## config.mk

```make
export PLATFORM = sky130hd
export DESIGN_NAME = priority_round_robin_scheduler
export DESIGN_NICKNAME = d
export VERILOG_FILES = /design/src/rtl/prrs_pkg.sv /design/src/rtl/prrs_cfg.sv /design/src/rtl/prrs_qmem.sv /design/src/rtl/prrs_tmem.sv /design/src/rtl/priority_round_robin_scheduler.sv
export SDC_FILE = /design/constraint.sdc
export NUM_CORES = 1
export LEC_CHECK = 0
export BUFFER_PORTS_ARGS = -buffer_cell sky130_fd_sc_hd__buf_2
export CAP_MARGIN = 10
export CORE_ASPECT_RATIO = 0.7
export CORE_MARGIN = 2
export CORE_UTILIZATION = 40
export CTS_CLUSTER_DIAMETER = 200
export DETAILED_ROUTE_END_ITERATION = 10
export RECOVER_POWER = 50
export REMOVE_ABC_BUFFERS = 1
export SYNTH_ARGS = -nofsm -noshare
export SYNTH_HDL_FRONTEND = slang
export SYNTH_SLANG_ARGS = --single-unit
```

## constraint.sdc

```tcl
create_clock -name clk -period 5.2 [get_ports clk]
set_input_delay 0.26 -clock clk [delete_from_list [all_inputs] [get_ports clk]]
set_output_delay 0.26 -clock clk [all_outputs]
set_load 0.05 [all_outputs]
```

## src/rtl/prrs_pkg.sv

```systemverilog
package prrs_pkg;

    localparam int NUM_IDS = 16;
    localparam int TASK_W  = 4;
    localparam int PRIO_W  = 5;
    localparam int CPU_W   = 3;
    localparam int CMD_W   = 3;
    localparam int SLICE_W = 8;
    localparam int NCPU_W  = 4;
    localparam int APB_AW  = 4;
    localparam int APB_DW  = 32;

    localparam logic [PRIO_W-1:0] AGING_CEILING = 5'd20;

    localparam logic [CMD_W-1:0] CMD_IDLE    = 3'd0;
    localparam logic [CMD_W-1:0] CMD_PREEMPT = 3'd1;
    localparam logic [CMD_W-1:0] CMD_YIELD   = 3'd2;
    localparam logic [CMD_W-1:0] CMD_TERM    = 3'd3;
    localparam logic [CMD_W-1:0] CMD_WAKE    = 3'd4;

    localparam logic ACT_SWITCH  = 1'b0;
    localparam logic ACT_PREEMPT = 1'b1;

    localparam logic [1:0] REG_MODE  = 2'd0;
    localparam logic [1:0] REG_SLICE = 2'd1;
    localparam logic [1:0] REG_CPUS  = 2'd2;

    typedef struct packed {
        logic                priority_mode;
        logic [SLICE_W-1:0]  slice_length;
        logic [NCPU_W-1:0]   active_cpus;
    } cfg_t;

    typedef enum logic [4:0] {
        S_IDLE,
        S_DECODE,
        S_KEY_RD,
        S_RUN_RD,
        S_RUN_PRIO,
        S_ENQ,
        S_SCAN_RD,
        S_SCAN_TASK,
        S_SCAN_CMP,
        S_SHIFT_RD,
        S_SHIFT_WR,
        S_INSERT,
        S_ENQ_DONE,
        S_WAKE_CHK,
        S_WAKE_TASK,
        S_WAKE_PRIO,
        S_WAKE_END,
        S_DISP,
        S_DISP_RD,
        S_AGE_RD,
        S_AGE_WR
    } state_t;

endpackage

```

## src/rtl/prrs_cfg.sv

```systemverilog
module prrs_cfg (
    input  logic                           clk,
    input  logic                           rst_n,
    input  logic                           psel,
    input  logic                           penable,
    input  logic                           pwrite,
    input  logic [prrs_pkg::APB_AW-1:0]    paddr,
    input  logic [prrs_pkg::APB_DW-1:0]    pwdata,
    output logic [prrs_pkg::APB_DW-1:0]    prdata,
    output logic                           pready,
    output prrs_pkg::cfg_t                 cfg
);
    import prrs_pkg::*;

    cfg_t       cfg_reg;
    logic       wr_en;
    logic [1:0] reg_idx;

    assign wr_en   = psel && penable && pwrite;
    assign reg_idx = paddr[3:2];
    assign pready  = 1'b1;
    assign cfg     = cfg_reg;

    always_ff @(posedge clk or negedge rst_n)
    begin
        if (!rst_n)
        begin
            cfg_reg.priority_mode <= 1'b0;
            cfg_reg.slice_length  <= '0;
            cfg_reg.active_cpus   <= NCPU_W'(1);
        end
        else if (wr_en)
        begin
            unique case (reg_idx)
                REG_MODE:  cfg_reg.priority_mode <= pwdata[0];
                REG_SLICE: cfg_reg.slice_length  <= pwdata[SLICE_W-1:0];
                REG_CPUS:  cfg_reg.active_cpus   <= pwdata[NCPU_W-1:0];
                default:   ;
            endcase
        end
    end

    always_comb
    begin
        unique case (reg_idx)
            REG_MODE:  prdata = APB_DW'(cfg_reg.priority_mode);
            REG_SLICE: prdata = APB_DW'(cfg_reg.slice_length);
            REG_CPUS:  prdata = APB_DW'(cfg_reg.active_cpus);
            default:   prdata = '0;
        endcase
    end

endmodule

```

## src/rtl/prrs_qmem.sv

```systemverilog
module prrs_qmem #(
    parameter int MAX_TASKS = 16,
    parameter int QA_W      = 4
) (
    input  logic                          clk,
    input  logic [QA_W-1:0]               head,
    input  logic                          re,
    input  logic [QA_W-1:0]               ridx,
    input  logic                          we,
    input  logic [QA_W-1:0]               widx,
    input  logic [prrs_pkg::TASK_W-1:0]   wdata,
    output logic [prrs_pkg::TASK_W-1:0]   rdata
);
    import prrs_pkg::*;

    logic [TASK_W-1:0] queue_ram [MAX_TASKS];
    logic [TASK_W-1:0] rdata_reg;
    logic [QA_W-1:0]   raddr;
    logic [QA_W-1:0]   waddr;

    function automatic logic [QA_W-1:0] phys(input logic [QA_W-1:0] h,
                                             input logic [QA_W-1:0] i);
        logic [QA_W:0] s;
        s = {1'b0, h} + {1'b0, i};
        if (s >= (QA_W+1)'(MAX_TASKS))
            s = s - (QA_W+1)'(MAX_TASKS);
        return s[QA_W-1:0];
    endfunction

    assign raddr = phys(head, ridx);
    assign waddr = phys(head, widx);
    assign rdata = rdata_reg;

    always_ff @(posedge clk)
    begin
        if (we)
            queue_ram[waddr] <= wdata;
        if (re)
            rdata_reg <= queue_ram[raddr];
    end

endmodule

```

## src/rtl/prrs_tmem.sv

```systemverilog
module prrs_tmem #(
    parameter int DEPTH = 24,
    parameter int TA_W  = 5
) (
    input  logic                          clk,
    input  logic                          re,
    input  logic                          we,
    input  logic [TA_W-1:0]               addr,
    input  logic [prrs_pkg::PRIO_W-1:0]   wdata,
    output logic [prrs_pkg::PRIO_W-1:0]   rdata
);
    import prrs_pkg::*;

    logic [PRIO_W-1:0] table_ram [DEPTH];
    logic [PRIO_W-1:0] rdata_reg;

    assign rdata = rdata_reg;

    always_ff @(posedge clk)
    begin
        if (we)
            table_ram[addr] <= wdata;
        else if (re)
            rdata_reg <= table_ram[addr];
    end

endmodule

```

## src/rtl/priority_round_robin_scheduler.sv

```systemverilog
// Channel  | Handshake               | Payload
// ---------+-------------------------+------------------------------------------------
// event    | start, busy             | command, cpu_index, task_id, load_priority,
//          |                         | priority_value
// result   | result_valid (1 cycle)  | action, target_cpu, next_task, task_valid,
//          |                         | slice_out
// config   | APB psel/penable/pwrite | paddr, pwdata, prdata, pready
//
// An event holds busy until it is done; the result beat, if any, comes in the same cycle as
// busy drops. The ready-queue memory accesses set how long an event takes: a sorted insert
// walks the queue one entry at a time and shifts the tail one entry at a time, and a
// wake-up scan reads two table entries per CPU.
// Reset is asynchronous and takes effect at once; no memory is cleared.
// The receiver cannot stall.
module priority_round_robin_scheduler #(
    parameter int MAX_TASKS = 16,
    parameter int MAX_CPUS  = 8
) (
    input  logic                           clk,
    input  logic                           rst_n,
    input  logic                           start,
    output logic                           busy,
    input  logic [prrs_pkg::CMD_W-1:0]     command,
    input  logic [prrs_pkg::CPU_W-1:0]     cpu_index,
    input  logic [prrs_pkg::TASK_W-1:0]    task_id,
    input  logic                           load_priority,
    input  logic [prrs_pkg::PRIO_W-1:0]    priority_value,
    output logic                           result_valid,
    output logic                           action,
    output logic [prrs_pkg::CPU_W-1:0]     target_cpu,
    output logic [prrs_pkg::TASK_W-1:0]    next_task,
    output logic                           task_valid,
    output logic [prrs_pkg::SLICE_W-1:0]   slice_out,
    input  logic                           psel,
    input  logic                           penable,
    input  logic                           pwrite,
    input  logic [prrs_pkg::APB_AW-1:0]    paddr,
    input  logic [prrs_pkg::APB_DW-1:0]    pwdata,
    output logic [prrs_pkg::APB_DW-1:0]    prdata,
    output logic                           pready
);
    import prrs_pkg::*;

    localparam int QA_W  = $clog2(MAX_TASKS);
    localparam int QC_W  = $clog2(MAX_TASKS + 1);
    localparam int CA_W  = (MAX_CPUS > 1) ? $clog2(MAX_CPUS) : 1;
    localparam int CC_W  = $clog2(MAX_CPUS + 1);
    localparam int T_DEP = NUM_IDS + MAX_CPUS;
    localparam int TA_W  = $clog2(T_DEP);

    cfg_t cfg;

    state_t               state_reg, state_next;
    logic [QA_W-1:0]      head_reg, head_next;
    logic [QC_W-1:0]      count_reg, count_next;
    logic [MAX_CPUS-1:0]  idle_reg, idle_next;
    logic [MAX_CPUS-1:0]  rvalid_reg, rvalid_next;
    logic                 result_valid_reg, result_valid_next;

    logic [CMD_W-1:0]     cmd_reg, cmd_next;
    logic [CPU_W-1:0]     cpu_reg, cpu_next;
    logic [TASK_W-1:0]    task_reg, task_next;
    logic                 load_reg, load_next;
    logic [PRIO_W-1:0]    pval_reg, pval_next;
    logic [TASK_W-1:0]    ins_task_reg, ins_task_next;
    logic [PRIO_W-1:0]    key_reg, key_next;
    logic [QA_W-1:0]      pos_reg, pos_next;
    logic [QA_W-1:0]      k_reg, k_next;
    logic [CA_W-1:0]      dcpu_reg, dcpu_next;
    logic [CC_W-1:0]      scan_reg, scan_next;
    logic [PRIO_W-1:0]    best_reg, best_next;
    logic [CA_W-1:0]      victim_reg, victim_next;
    logic                 found_reg, found_next;
    logic                 action_reg, action_next;
    logic [CPU_W-1:0]     target_reg, target_next;
    logic [TASK_W-1:0]    next_task_reg, next_task_next;
    logic                 task_valid_reg, task_valid_next;
    logic [SLICE_W-1:0]   slice_reg, slice_next;

    logic                 q_re, q_we;
    logic [QA_W-1:0]      q_ridx, q_widx;
    logic [TASK_W-1:0]    q_wdata, q_rdata;
    logic                 t_re, t_we;
    logic [TA_W-1:0]      t_addr;
    logic [PRIO_W-1:0]    t_wdata, t_rdata;

    logic                 cpu_ok;
    logic [CA_W-1:0]      cpu_a;
    logic [CC_W-1:0]      scan_n;
    logic [CA_W-1:0]      idle_low;
    logic                 idle_any;

    function automatic logic [TA_W-1:0] run_addr(input logic [CA_W-1:0] c);
        return TA_W'(NUM_IDS) + TA_W'(c);
    endfunction

    prrs_cfg u_cfg (
        .clk     (clk),
        .rst_n   (rst_n),
        .psel    (psel),
        .penable (penable),
        .pwrite  (pwrite),
        .paddr   (paddr),
        .pwdata  (pwdata),
        .prdata  (prdata),
        .pready  (pready),
        .cfg     (cfg)
    );

    prrs_qmem #(
        .MAX_TASKS (MAX_TASKS),
        .QA_W      (QA_W)
    ) u_qmem (
        .clk   (clk),
        .head  (head_reg),
        .re    (q_re),
        .ridx  (q_ridx),
        .we    (q_we),
        .widx  (q_widx),
        .wdata (q_wdata),
        .rdata (q_rdata)
    );

    prrs_tmem #(
        .DEPTH (T_DEP),
        .TA_W  (TA_W)
    ) u_tmem (
        .clk   (clk),
        .re    (t_re),
        .we    (t_we),
        .addr  (t_addr),
        .wdata (t_wdata),
        .rdata (t_rdata)
    );

    assign cpu_ok = 32'(cpu_reg) < MAX_CPUS;
    assign cpu_a  = CA_W'(cpu_reg);
    assign scan_n = (32'(cfg.active_cpus) > MAX_CPUS) ? CC_W'(MAX_CPUS)
                                                     : CC_W'(cfg.active_cpus);
    assign idle_any = |idle_reg;

    always_comb
    begin
        idle_low = '0;
        for (int c = MAX_CPUS - 1; c >= 0; c--)
        begin
            if (idle_reg[c])
                idle_low = CA_W'(c);
        end
    end

    assign busy         = state_reg != S_IDLE;
    assign result_valid = result_valid_reg;
    assign action       = action_reg;
    assign target_cpu   = target_reg;
    assign next_task    = next_task_reg;
    assign task_valid   = task_valid_reg;
    assign slice_out    = slice_reg;

    always_ff @(posedge clk or negedge rst_n)
    begin
        if (!rst_n)
        begin
            state_reg        <= S_IDLE;
            head_reg         <= '0;
            count_reg        <= '0;
            idle_reg         <= '0;
            rvalid_reg       <= '0;
            result_valid_reg <= 1'b0;
        end
        else
        begin
            state_reg        <= state_next;
            head_reg         <= head_next;
            count_reg        <= count_next;
            idle_reg         <= idle_next;
            rvalid_reg       <= rvalid_next;
            result_valid_reg <= result_valid_next;
        end
    end

    always_ff @(posedge clk)
    begin
        cmd_reg        <= cmd_next;
        cpu_reg        <= cpu_next;
        task_reg       <= task_next;
        load_reg       <= load_next;
        pval_reg       <= pval_next;
        ins_task_reg   <= ins_task_next;
        key_reg        <= key_next;
        pos_reg        <= pos_next;
        k_reg          <= k_next;
        dcpu_reg       <= dcpu_next;
        scan_reg       <= scan_next;
        best_reg       <= best_next;
        victim_reg     <= victim_next;
        found_reg      <= found_next;
        action_reg     <= action_next;
        target_reg     <= target_next;
        next_task_reg  <= next_task_next;
        task_valid_reg <= task_valid_next;
        slice_reg      <= slice_next;
    end

    always_comb
    begin
        state_next        = state_reg;
        head_next         = head_reg;
        count_next        = count_reg;
        idle_next         = idle_reg;
        rvalid_next       = rvalid_reg;
        result_valid_next = 1'b0;
        cmd_next          = cmd_reg;
        cpu_next          = cpu_reg;
        task_next         = task_reg;
        load_next         = load_reg;
        pval_next         = pval_reg;
        ins_task_next     = ins_task_reg;
        key_next          = key_reg;
        pos_next          = pos_reg;
        k_next            = k_reg;
        dcpu_next         = dcpu_reg;
        scan_next         = scan_reg;
        best_next         = best_reg;
        victim_next       = victim_reg;
        found_next        = found_reg;
        action_next       = action_reg;
        target_next       = target_reg;
        next_task_next    = next_task_reg;
        task_valid_next   = task_valid_reg;
        slice_next        = slice_reg;
        q_re              = 1'b0;
        q_ridx            = '0;
        q_we              = 1'b0;
        q_widx            = pos_reg;
        q_wdata           = ins_task_reg;
        t_re              = 1'b0;
        t_we              = 1'b0;
        t_addr            = TA_W'(ins_task_reg);
        t_wdata           = '0;

        unique case (state_reg)
            S_IDLE:
            begin
                if (start)
                begin
                    cmd_next   = command;
                    cpu_next   = cpu_index;
                    task_next  = task_id;
                    load_next  = load_priority;
                    pval_next  = priority_value;
                    state_next = S_DECODE;
                end
            end

            S_DECODE:
            begin
                dcpu_next = cpu_a;
                if (cmd_reg == CMD_WAKE)
                begin
                    ins_task_next = task_reg;
                    t_addr        = TA_W'(task_reg);
                    if (32'(task_reg) >= MAX_TASKS)
                        state_next = S_IDLE;
                    else if (load_reg)
                    begin
                        t_we       = 1'b1;
                        t_wdata    = pval_reg;
                        key_next   = pval_reg;
                        state_next = S_ENQ;
                    end
                    else
                    begin
                        t_re       = 1'b1;
                        state_next = S_KEY_RD;
                    end
                end
                else if (cmd_reg > CMD_WAKE || !cpu_ok)
                    state_next = S_IDLE;
                else
                begin
                    t_addr = run_addr(cpu_a);
                    unique case (cmd_reg)
                        CMD_IDLE:
                        begin
                            if (count_reg == '0)
                            begin
                                idle_next[cpu_a] = 1'b1;
                                state_next       = S_IDLE;
                            end
                            else
                                state_next = S_DISP;
                        end
                        CMD_PREEMPT:
                        begin
                            if (rvalid_reg[cpu_a])
                            begin
                                t_re       = 1'b1;
                                state_next = S_RUN_RD;
                            end
                            else
                                state_next = S_DISP;
                        end
                        CMD_YIELD:
                        begin
                            if (cfg.priority_mode && rvalid_reg[cpu_a])
                            begin
                                t_re       = 1'b1;
                                state_next = S_RUN_RD;
                            end
                            else
                                state_next = S_DISP;
                        end
                        default:
                            state_next = S_DISP;
                    endcase
                end
            end

            S_KEY_RD:
            begin
                key_next   = t_rdata;
                state_next = S_ENQ;
            end

            S_RUN_RD:
            begin
                ins_task_next = t_rdata[TASK_W-1:0];
                t_re          = 1'b1;
                t_addr        = TA_W'(t_rdata[TASK_W-1:0]);
                state_next    = S_RUN_PRIO;
            end

            S_RUN_PRIO:
            begin
                if (cmd_reg == CMD_PREEMPT)
                begin
                    key_next   = t_rdata;
                    state_next = S_ENQ;
                end
                else
                begin
                    if (t_rdata != '0)
                    begin
                        t_we    = 1'b1;
                        t_wdata = t_rdata - PRIO_W'(1);
                    end
                    state_next = S_DISP;
                end
            end

            S_ENQ:
            begin
                if (count_reg == QC_W'(MAX_TASKS))
                    state_next = S_ENQ_DONE;
                else if (cfg.priority_mode)
                begin
                    pos_next   = '0;
                    state_next = S_SCAN_RD;
                end
                else
                begin
                    pos_next   = QA_W'(count_reg);
                    k_next     = QA_W'(count_reg);
                    state_next = S_SHIFT_RD;
                end
            end

            S_SCAN_RD:
            begin
                if (QC_W'(pos_reg) == count_reg)
                begin
                    k_next     = QA_W'(count_reg);
                    state_next = S_SHIFT_RD;
                end
                else
                begin
                    q_re       = 1'b1;
                    q_ridx     = pos_reg;
                    state_next = S_SCAN_TASK;
                end
            end

            S_SCAN_TASK:
            begin
                t_re       = 1'b1;
                t_addr     = TA_W'(q_rdata);
                state_next = S_SCAN_CMP;
            end

            S_SCAN_CMP:
            begin
                if (t_rdata <= key_reg)
                begin
                    pos_next   = pos_reg + QA_W'(1);
                    state_next = S_SCAN_RD;
                end
                else
                begin
                    k_next     = QA_W'(count_reg);
                    state_next = S_SHIFT_RD;
                end
            end

            S_SHIFT_RD:
            begin
                if (k_reg == pos_reg)
                    state_next = S_INSERT;
                else
                begin
                    q_re       = 1'b1;
                    q_ridx     = k_reg - QA_W'(1);
                    state_next = S_SHIFT_WR;
                end
            end

            S_SHIFT_WR:
            begin
                q_we       = 1'b1;
                q_widx     = k_reg;
                q_wdata    = q_rdata;
                k_next     = k_reg - QA_W'(1);
                state_next = S_SHIFT_RD;
            end

            S_INSERT:
            begin
                q_we       = 1'b1;
                count_next = count_reg + QC_W'(1);
                state_next = S_ENQ_DONE;
            end

            S_ENQ_DONE:
            begin
                found_next = 1'b0;
                scan_next  = '0;
                best_next  = key_reg;
                if (cmd_reg != CMD_WAKE)
                    state_next = S_DISP;
                else if (cfg.priority_mode)
                    state_next = S_WAKE_CHK;
                else
                    state_next = S_WAKE_END;
            end

            S_WAKE_CHK:
            begin
                t_addr = run_addr(scan_reg[CA_W-1:0]);
                if (scan_reg == scan_n)
                    state_next = S_WAKE_END;
                else if (!rvalid_reg[scan_reg[CA_W-1:0]])
                begin
                    found_next = 1'b0;
                    state_next = S_WAKE_END;
                end
                else
                begin
                    t_re       = 1'b1;
                    state_next = S_WAKE_TASK;
                end
            end

            S_WAKE_TASK:
            begin
                t_re       = 1'b1;
                t_addr     = TA_W'(t_rdata[TASK_W-1:0]);
                state_next = S_WAKE_PRIO;
            end

            S_WAKE_PRIO:
            begin
                if (t_rdata > best_reg)
                begin
                    best_next   = t_rdata;
                    victim_next = scan_reg[CA_W-1:0];
                    found_next  = 1'b1;
                end
                scan_next  = scan_reg + CC_W'(1);
                state_next = S_WAKE_CHK;
            end

            S_WAKE_END:
            begin
                if (found_reg)
                begin
                    result_valid_next = 1'b1;
                    action_next       = ACT_PREEMPT;
                    target_next       = CPU_W'(victim_reg);
                    next_task_next    = '0;
                    task_valid_next   = 1'b0;
                    slice_next        = '0;
                    state_next        = S_IDLE;
                end
                else if (idle_any)
                begin
                    dcpu_next  = idle_low;
                    state_next = S_DISP;
                end
                else
                    state_next = S_IDLE;
            end

            S_DISP:
            begin
                idle_next[dcpu_reg] = 1'b0;
                if (count_reg == '0)
                begin
                    rvalid_next[dcpu_reg] = 1'b0;
                    result_valid_next     = 1'b1;
                    action_next           = ACT_SWITCH;
                    target_next           = CPU_W'(dcpu_reg);
                    next_task_next        = '0;
                    task_valid_next       = 1'b0;
                    slice_next            = '0;
                    state_next            = S_IDLE;
                end
                else
                begin
                    q_re       = 1'b1;
                    q_ridx     = '0;
                    state_next = S_DISP_RD;
                end
            end

            S_DISP_RD:
            begin
                ins_task_next         = q_rdata;
                t_we                  = 1'b1;
                t_addr                = run_addr(dcpu_reg);
                t_wdata               = PRIO_W'(q_rdata);
                head_next             = (head_reg == QA_W'(MAX_TASKS - 1)) ? '0
                                        : head_reg + QA_W'(1);
                count_next            = count_reg - QC_W'(1);
                rvalid_next[dcpu_reg] = 1'b1;
                action_next           = ACT_SWITCH;
                target_next           = CPU_W'(dcpu_reg);
                next_task_next        = q_rdata;
                task_valid_next       = 1'b1;
                slice_next            = cfg.slice_length;
                if (cfg.priority_mode)
                    state_next = S_AGE_RD;
                else
                begin
                    result_valid_next = 1'b1;
                    state_next        = S_IDLE;
                end
            end

            S_AGE_RD:
            begin
                t_re       = 1'b1;
                state_next = S_AGE_WR;
            end

            S_AGE_WR:
            begin
                if (t_rdata < AGING_CEILING)
                begin
                    t_we    = 1'b1;
                    t_wdata = t_rdata + PRIO_W'(1);
                end
                result_valid_next = 1'b1;
                state_next        = S_IDLE;
            end

            default:
                state_next = S_IDLE;
        endcase
    end

endmodule

```

# After elaboration in Yosys (flattened, before gate mapping)
# Memories as Yosys holds them, arrays and structs flattened. A register that Yosys moved wholly into a read port is not among the register bits.
# Index checks and enable logic that the tools add are counted.
[word_totals] in_bits=58 rom_bits=0 ram_bits=184 word_cells=289 latch_bits=0 reg_bits=110 output_inout_bits=52 mem_count=2
[mem_list] name="u_tmem.table_ram" depth=24 word_bits=5 rd=1 rd_ports_with_merged_regs=1 write_ports=1 line="prrs_tmem.sv:14" text="logic [PRIO_W-1:0] table_ram [DEPTH];"
[mem_list] name="u_qmem.queue_ram" depth=16 word_bits=4 rd=1 rd_ports_with_merged_regs=1 write_ports=1 line="prrs_qmem.sv:16" text="logic [TASK_W-1:0] queue_ram [MAX_TASKS];"
[classes] n_mul=0 eq_ne=51 div_mod_pow=0 mux=133 n_reduce_logical=42 n_bitwise=6 add_sub_neg=15 shifts=0 order_cmp=12
[ops] operator="5-bit 2-to-1 mux" count=26
[ops] operator="5-bit case mux with 20 select lines" count=1
[ops] operator="4-bit 2-to-1 mux" count=22
[ops] operator="8-bit 2-to-1 mux" count=7
[ops] operator="8-bit case mux with 3 select lines" count=2
[ops] operator="5-bit by 4-bit == test with 1-bit output (second input constant)" count=8
[ops] operator="3-bit 2-to-1 mux" count=13
[ops] operator="2-bit inequality test (second input constant)" count=19
[ops] operator="1-bit 2-to-1 mux" count=34
[ops] operator="8-bit case mux with 2 select lines" count=2
[ops] operator="5-bit == test (second input constant)" count=6
[ops] operator="5-bit case mux with 3 select lines" count=2
[ops] operator="5-bit case mux with 5 select lines" count=1
[ops] operator="4-bit case mux with 2 select lines" count=3
[ops] operator="4-bit case mux with 3 select lines" count=2
[ops] operator="5-bit by 3-bit == test with 1-bit output (second input constant)" count=4
[ops] operator="5-bit case mux with 2 select lines" count=2
[ops] operator="5-bit case mux with 4 select lines" count=1
[ops] operator="2-bit AND reduction" count=9
[ops] operator="8-bit bitwise AND" count=2
[ops] operator="8-bit bitwise OR" count=2
[ops] operator="4-bit case mux with 4 select lines" count=1
[ops] operator="5-bit by 3-bit adder with 5-bit output (first input constant)" count=3
[ops] operator="1-bit case mux with 3 select lines" count=5
[ops] operator="47 further kinds" count=82

# Logic depth before layout (Yosys ltp)
[depth] ltp_word=11 mapped_depth=14 depth_no_buf=12

# Modules after synthesis
# From an unflattened synthesis, not the netlist that was laid out.
[hier_totals] hier_cells=1039 hier_area_um2=14575.2
[modules_own_cells] mod="priority_round_robin_scheduler" area_each_um2=5871.9 seq_area_each_um2=2757.6 n_inst=1 cells_per_inst=578
[modules_own_cells] mod="prrs_tmem" area_each_um2=4958.5 seq_area_each_um2=3753.6 n_inst=1 cells_per_inst=252
[modules_own_cells] mod="prrs_qmem" area_each_um2=2947.8 seq_area_each_um2=2042.0 n_inst=1 cells_per_inst=140
[modules_own_cells] mod="prrs_cfg" area_each_um2=797.0 seq_area_each_um2=326.6 n_inst=1 cells_per_inst=69

# Worst setup path before layout
# No wires, ideal clock.
[synth_timing] path_kind="register to register" from="register pos_reg[0]" to="register u_qmem.rdata_reg[0], in the netlist u_qmem.rdata[0], read port of u_qmem.queue_ram, data pin" path_stages_with_launch=13 arrival_time_ps=3478 setup_time_ps=272 path_buffers=3 synth_period_minus_slack_ps=3750 t_required_ps=4928 path_slack_ps=1450 path_cell_list="edfxtp_1 -> xor2_1 -> nor2_1 -> nand4_1 -> and3_1 -> clkbuf_1 -> nand2_1 -> o21ai_0 -> ha_1 -> clkbuf_1 -> clkbuf_1 -> mux4_2 -> mux4_2"
[synth_via] elab_chain_len=6 elab_cells_between_ends=12 cone_classes="add/sub: 2; order compare: 1; eq/ne: 2; mux: 7"
[synth_lines] item="start, declared" line="priority_round_robin_scheduler.sv:67" text="logic [QA_W-1:0] pos_reg, pos_next;"
[synth_lines] item="start signal, assigned" line="priority_round_robin_scheduler.sv:191" text="pos_reg <= pos_next;"
[synth_lines] item="4-bit by 5-bit == test with 1-bit output / 4-bit == test (equally long branches)" line="priority_round_robin_scheduler.sv:371, priority_round_robin_scheduler.sv:407"
[synth_lines] item="4-bit 2-to-1 mux, on equally long branches" line="priority_round_robin_scheduler.sv:371, priority_round_robin_scheduler.sv:407"
[synth_lines] item="4-bit case mux with 2 select lines" line="priority_round_robin_scheduler.sv:242" text="unique case (state_reg)"
[synth_lines] item="4-bit by 4-bit adder with 5-bit output" line="prrs_qmem.sv:24" text="s = {1'b0, h} + {1'b0, i};"
[synth_lines] item="4-bit by 1-bit subtractor with 4-bit output / 5-bit >= comparator (equally long branches)" line="prrs_qmem.sv:26, prrs_qmem.sv:25"
[synth_lines] item="4-bit 2-to-1 mux" line="prrs_qmem.sv:25" text="if (s >= (QA_W+1)'(MAX_TASKS))"
[synth_lines] item="end, declared" line="prrs_qmem.sv:17" text="logic [TASK_W-1:0] rdata_reg;"
# Parallel ways exist; a longest one is shown, timed or not.
# A chain may end at the register's enable or synchronous reset.

# Final worst setup path
[layout_timing] from="register state_reg[1]" to="register u_tmem.rdata_reg[1], in the netlist u_tmem.rdata[1], read port of u_tmem.table_ram, data pin"
[layout_via] elab_chain_len=4 elab_cells_between_ends=16 cone_classes="eq/ne: 9; mux: 3; bitwise: 1; reduce/logical: 3"
[layout_lines] item="start, declared" line="priority_round_robin_scheduler.sv:53" text="state_t state_reg, state_next;"
[layout_lines] item="start signal, assigned" line="priority_round_robin_scheduler.sv:173" text="state_reg <= state_next;"
[layout_lines] item="5-bit == test (tied with other cells)" line="priority_round_robin_scheduler.sv:242"
[layout_lines] item="4-bit OR reduction (no line) / 1-bit case mux with 4 select lines (equally long branches)"
[layout_lines] item="1-bit case mux with 3 select lines / 1-bit NOT (equally long branches)"
[layout_lines] item="2-bit AND reduction (no line)"
[layout_lines] item="end, declared" line="prrs_tmem.sv:15" text="logic [PRIO_W-1:0] rdata_reg;"
# Parallel ways exist; a longest one is shown, timed or not.

==> flow_summary.toml <==
[finish]
final_layout_size_suffix_gt1_frac = 0.1194
finalCoreUtilization = 0.4596
fin_cells = 1695
area_growth_pct = 13.22
largest_register_ffs = 120
num-nets-final = 1277

[worst_hold_path]
holdCritStartpoint = "paddr[2]"
kind_of_path_behind_the_tightest_hold_check = "in -> reg"
min_to = "u_cfg.cfg[12]"
hold_path_depth = 4

[grt]
largest_net_degree_at_the_start_of_global_routing = 45
overflow = 0
grt.total_usage = 0.1905
grt_antenna_before_repair = 1
grt_pass1_wl_mm = 54.97
via_count_of_the_first_global_routing_pass = 8984

[yosys]
postSynth.asyncResetShare = 0.1452
ys_warn_count = 0
yosysUniqueCellTypes = 80
syn_avg_cell_area_um2 = 13.18
synth_enable_flop_cells = 259
register_area_share_after_synthesis = 0.6090
number_of_synthesized_register_bits = 303
postSynthCellCount = 1106
synthesis.area_um2 = 14580
synth_ff_type = "sky130_fd_sc_hd__edfxtp_1"

[worst_setup_path]
crit_type = "reg -> reg"
timing.reg2reg.worst_path_depth = 11
crit_fanout = 43
reg2reg_setup_slack_ps = 740
rr_endpoint = "u_tmem.rdata[1]"
r2r-start = "state_reg[1]"
crit_path_start_kind = "flip-flop"
cp_data_arrival_time_ps = 4750
required_ps = 5500
critical_path.endpoint_type = "flip-flop"

[detailed_routing]
vias = 9380
post_drt_via_cell_ratio = 5.534
drt_iter0_drc = 1031
drt_drc_violations_left = 0
first_pass_iters = 5
avgRoutedWirePerCell_um = 21.08
route.antenna.remaining_nets = 0
postRouteWirelength_mm = 35.72

[timing]
tightest_slew_margin_relative_to_the_limit = -0.7817
finalClockSkew_ps = 30.04
maxSlewViolCount = 45
least_margin_pin_slew_ps = 2673
fin_crit_sh = 0.8571
holdWs_ps = 47.48
max_freq_mhz = 224.4
finalSetupTns_ps = 0
rsz0062_at_grt = "no"
final.min_clock_period_ps = 4457
finalSetupViolations = 0
hold_viol_final = 0

[cts]
cts_tree = "yes"
clk_lat_worst_skew_ps = 580
cts.repair.resized = 0
cts-htree-levels = 1
numClockSinks = 303
tritoncts.num_buffers = 30
ctsLongestPathBuffers = 3
clock_tree.root_cell = "sky130_fd_sc_hd__clkbuf_16"
clock_transition_at_the_registers_of_the_reported_paths_ps = 70

[die]
floorplan.die.width_um = 232.2
die_area_um2 = 38020
pin_count = 110
die_height_um = 163.7
starting_density = 0.4059
floorplan.rows = 58
placeableCoreArea_um2 = 35920

[placement]
place.gp.congestion = 0.9400
port_buf_inserts = 58
numPlacedInstances = 1613
detailedPlacementHpwl_mm = 25.40

[status]
violated_checks = "capacitance limit, slew limit"
outcome = "finished with violations"

[flow_run]
cap_violations = 1

[pwr]
power.leakage_nw = 6.024
power-per-cell-area_nw_per_um2 = 521.7
largest_voltage_drop_on_the_vdd_net_mv = 0.2628
finalPower_mw = 8.613
-- critical path, stage by stage, from the launching register on --
cell                        delay, ps
sky130_fd_sc_hd__dfrtp_1          750
sky130_fd_sc_hd__nor2b_1          580
sky130_fd_sc_hd__nand2_1          490
sky130_fd_sc_hd__inv_2            470
sky130_fd_sc_hd__o2bb2ai_1        270
sky130_fd_sc_hd__a211o_2          190
sky130_fd_sc_hd__buf_12           270
sky130_fd_sc_hd__buf_4            340
sky130_fd_sc_hd__mux2i_1          230
sky130_fd_sc_hd__mux2i_1          160
sky130_fd_sc_hd__a22oi_1          240
sky130_fd_sc_hd__o2111ai_1        130
-- through the flow --
| step | setup WS (ps) | instance area (µm²) |
|---|---|---|
| 2_1_floorplan | 58.27 | 14230 |
| 5_1_grt | 499.5 | 16510 |
| 6_report | 743.2 | 16510 |
| 3_5_place_dp | 948.5 | 15280 |
| 4_1_cts | 910.2 | 16580 |
| 3_3_place_gp | 1022 | 15280 |
-- Yosys cell counts, types with 6 or more instances --
cell type,number,area share
sky130_fd_sc_hd__ha_1,26,0.022
sky130_fd_sc_hd__a211oi_1,12,0.0062
sky130_fd_sc_hd__nand3_1,22,0.0076
sky130_fd_sc_hd__nor2_1,86,0.022
sky130_fd_sc_hd__o31ai_1,10,0.0051
sky130_fd_sc_hd__a22o_1,7,0.0042
sky130_fd_sc_hd__clkbuf_1,27,0.0070
sky130_fd_sc_hd__nor2b_1,18,0.0077
sky130_fd_sc_hd__nand2b_1,14,0.0060
sky130_fd_sc_hd__buf_6,6,0.0046
sky130_fd_sc_hd__edfxtp_1,259,0.53
sky130_fd_sc_hd__mux2_2,25,0.019
sky130_fd_sc_hd__inv_1,25,0.0064
sky130_fd_sc_hd__buf_4,31,0.016
sky130_fd_sc_hd__xnor2_1,25,0.015
sky130_fd_sc_hd__buf_2,7,0.0024
sky130_fd_sc_hd__and2_0,7,0.0030
sky130_fd_sc_hd__o21ai_0,67,0.023
sky130_fd_sc_hd__dfrtp_1,43,0.074
sky130_fd_sc_hd__a21o_1,7,0.0036
sky130_fd_sc_hd__mux2i_1,70,0.048
sky130_fd_sc_hd__nand4_1,9,0.0039
sky130_fd_sc_hd__nand2_1,88,0.023
sky130_fd_sc_hd__nor3b_1,6,0.0031
sky130_fd_sc_hd__nor3_1,15,0.0051
sky130_fd_sc_hd__a221o_1,8,0.0055
sky130_fd_sc_hd__a22oi_1,11,0.0057
sky130_fd_sc_hd__a21oi_1,26,0.0089
sky130_fd_sc_hd__xor2_1,8,0.0048
sky130_fd_sc_hd__mux4_2,24,0.037
sky130_fd_sc_hd__a311o_1,7,0.0048
sky130_fd_sc_hd__and3_1,19,0.0082
-- per-layer routing --
| metal | GRT usage | vias to the layer above | share of wire |
|---|---|---|---|
| li1 | - | 4315 | - |
| met1 | 0.3079 | 4690 | 0.50 |
| met2 | 0.2639 | 327 | 0.41 |
| met3 | 0.03542 | 48 | 0.075 |
| met4 | 0.03613 | 0 | 0.017 |
| met5 | 0 | - | 0 |
-- final cells by class --
| class | count | area, µm² |
|---|---|---|
| diodes | 1 | 2.502 |
| fillers | 3253 | 19410 |
| repair buffers | 101 | 619.3 |
| inverters | 28 | 105.1 |
| multi-input cells | 726 | 5253 |
| well taps | 480 | 600.6 |
| clock inverters | 25 | 294.0 |
| clock buffers | 31 | 754.5 |
| flip-flops and latches | 303 | 8880 |
-- cell usage in the layout, fill, tap and decap left out, types with 9 or more instances in the layout --
master	n
sky130_fd_sc_hd__mux2_2	20
sky130_fd_sc_hd__a211oi_1	12
sky130_fd_sc_hd__and3_1	19
sky130_fd_sc_hd__dfrtp_1	43
sky130_fd_sc_hd__nand2b_1	14
sky130_fd_sc_hd__nor2b_1	18
sky130_fd_sc_hd__inv_1	25
sky130_fd_sc_hd__conb_1	25
sky130_fd_sc_hd__a21oi_1	26
sky130_fd_sc_hd__nand2_1	89
sky130_fd_sc_hd__edfxtp_1	259
sky130_fd_sc_hd__a22oi_1	11
sky130_fd_sc_hd__nand4_1	9
sky130_fd_sc_hd__dlygate4sd3_1	25
sky130_fd_sc_hd__nor3_1	15
sky130_fd_sc_hd__mux4_2	24
sky130_fd_sc_hd__mux2i_1	70
sky130_fd_sc_hd__xnor2_1	25
sky130_fd_sc_hd__ha_1	26
sky130_fd_sc_hd__buf_4	12
sky130_fd_sc_hd__nor2_1	86
sky130_fd_sc_hd__buf_2	18
sky130_fd_sc_hd__clkbuf_16	30
sky130_fd_sc_hd__o21ai_0	68
sky130_fd_sc_hd__nand3_1	22
sky130_fd_sc_hd__clkbuf_1	46
sky130_fd_sc_hd__o31ai_1	9
-- worst max path at each step --
stage	from	to	slack (ps)	depth (start not counted)
after floorplan	state_reg[4]	u_tmem.table_ram[11][0]	60	7
after global placement	state_reg[1]	u_qmem.queue_ram[2][0]	1020	8
after detailed placement	state_reg[1]	u_qmem.queue_ram[6][2]	950	8
after CTS	state_reg[1]	u_qmem.queue_ram[10][1]	910	8
after global routing	state_reg[1]	u_tmem.rdata[1]	500	11
final	state_reg[1]	u_tmem.rdata[1]	740	11
-- report_power, final --
part,switching (mW),internal (mW),leakage (nW),total (mW)
clock network,0.972,1.32,0.503,2.29
registers,0.313,3.05,2.97,3.37
logic,1.87,1.08,2.55,2.95
total,3.16,5.45,6.02,8.61
-- timing repair --
action,CTS,global route
setup buffers,0,0
hold buffers,25,0
hold endpoints to repair,72,0
-- kinds of logic after synthesis --
family | synth area share
adder cells (fa/ha/maj) | 0.02643
AO/OA/AOI/OAI | 0.09500
other | 0.0005151
multiplexers | 0.1044
AND/OR/NAND/NOR | 0.1074
XOR/XNOR | 0.01982
buffers and inverters | 0.03741
flip-flops | 0.6090
Note: power is estimated with default switching activity, not from simulation.
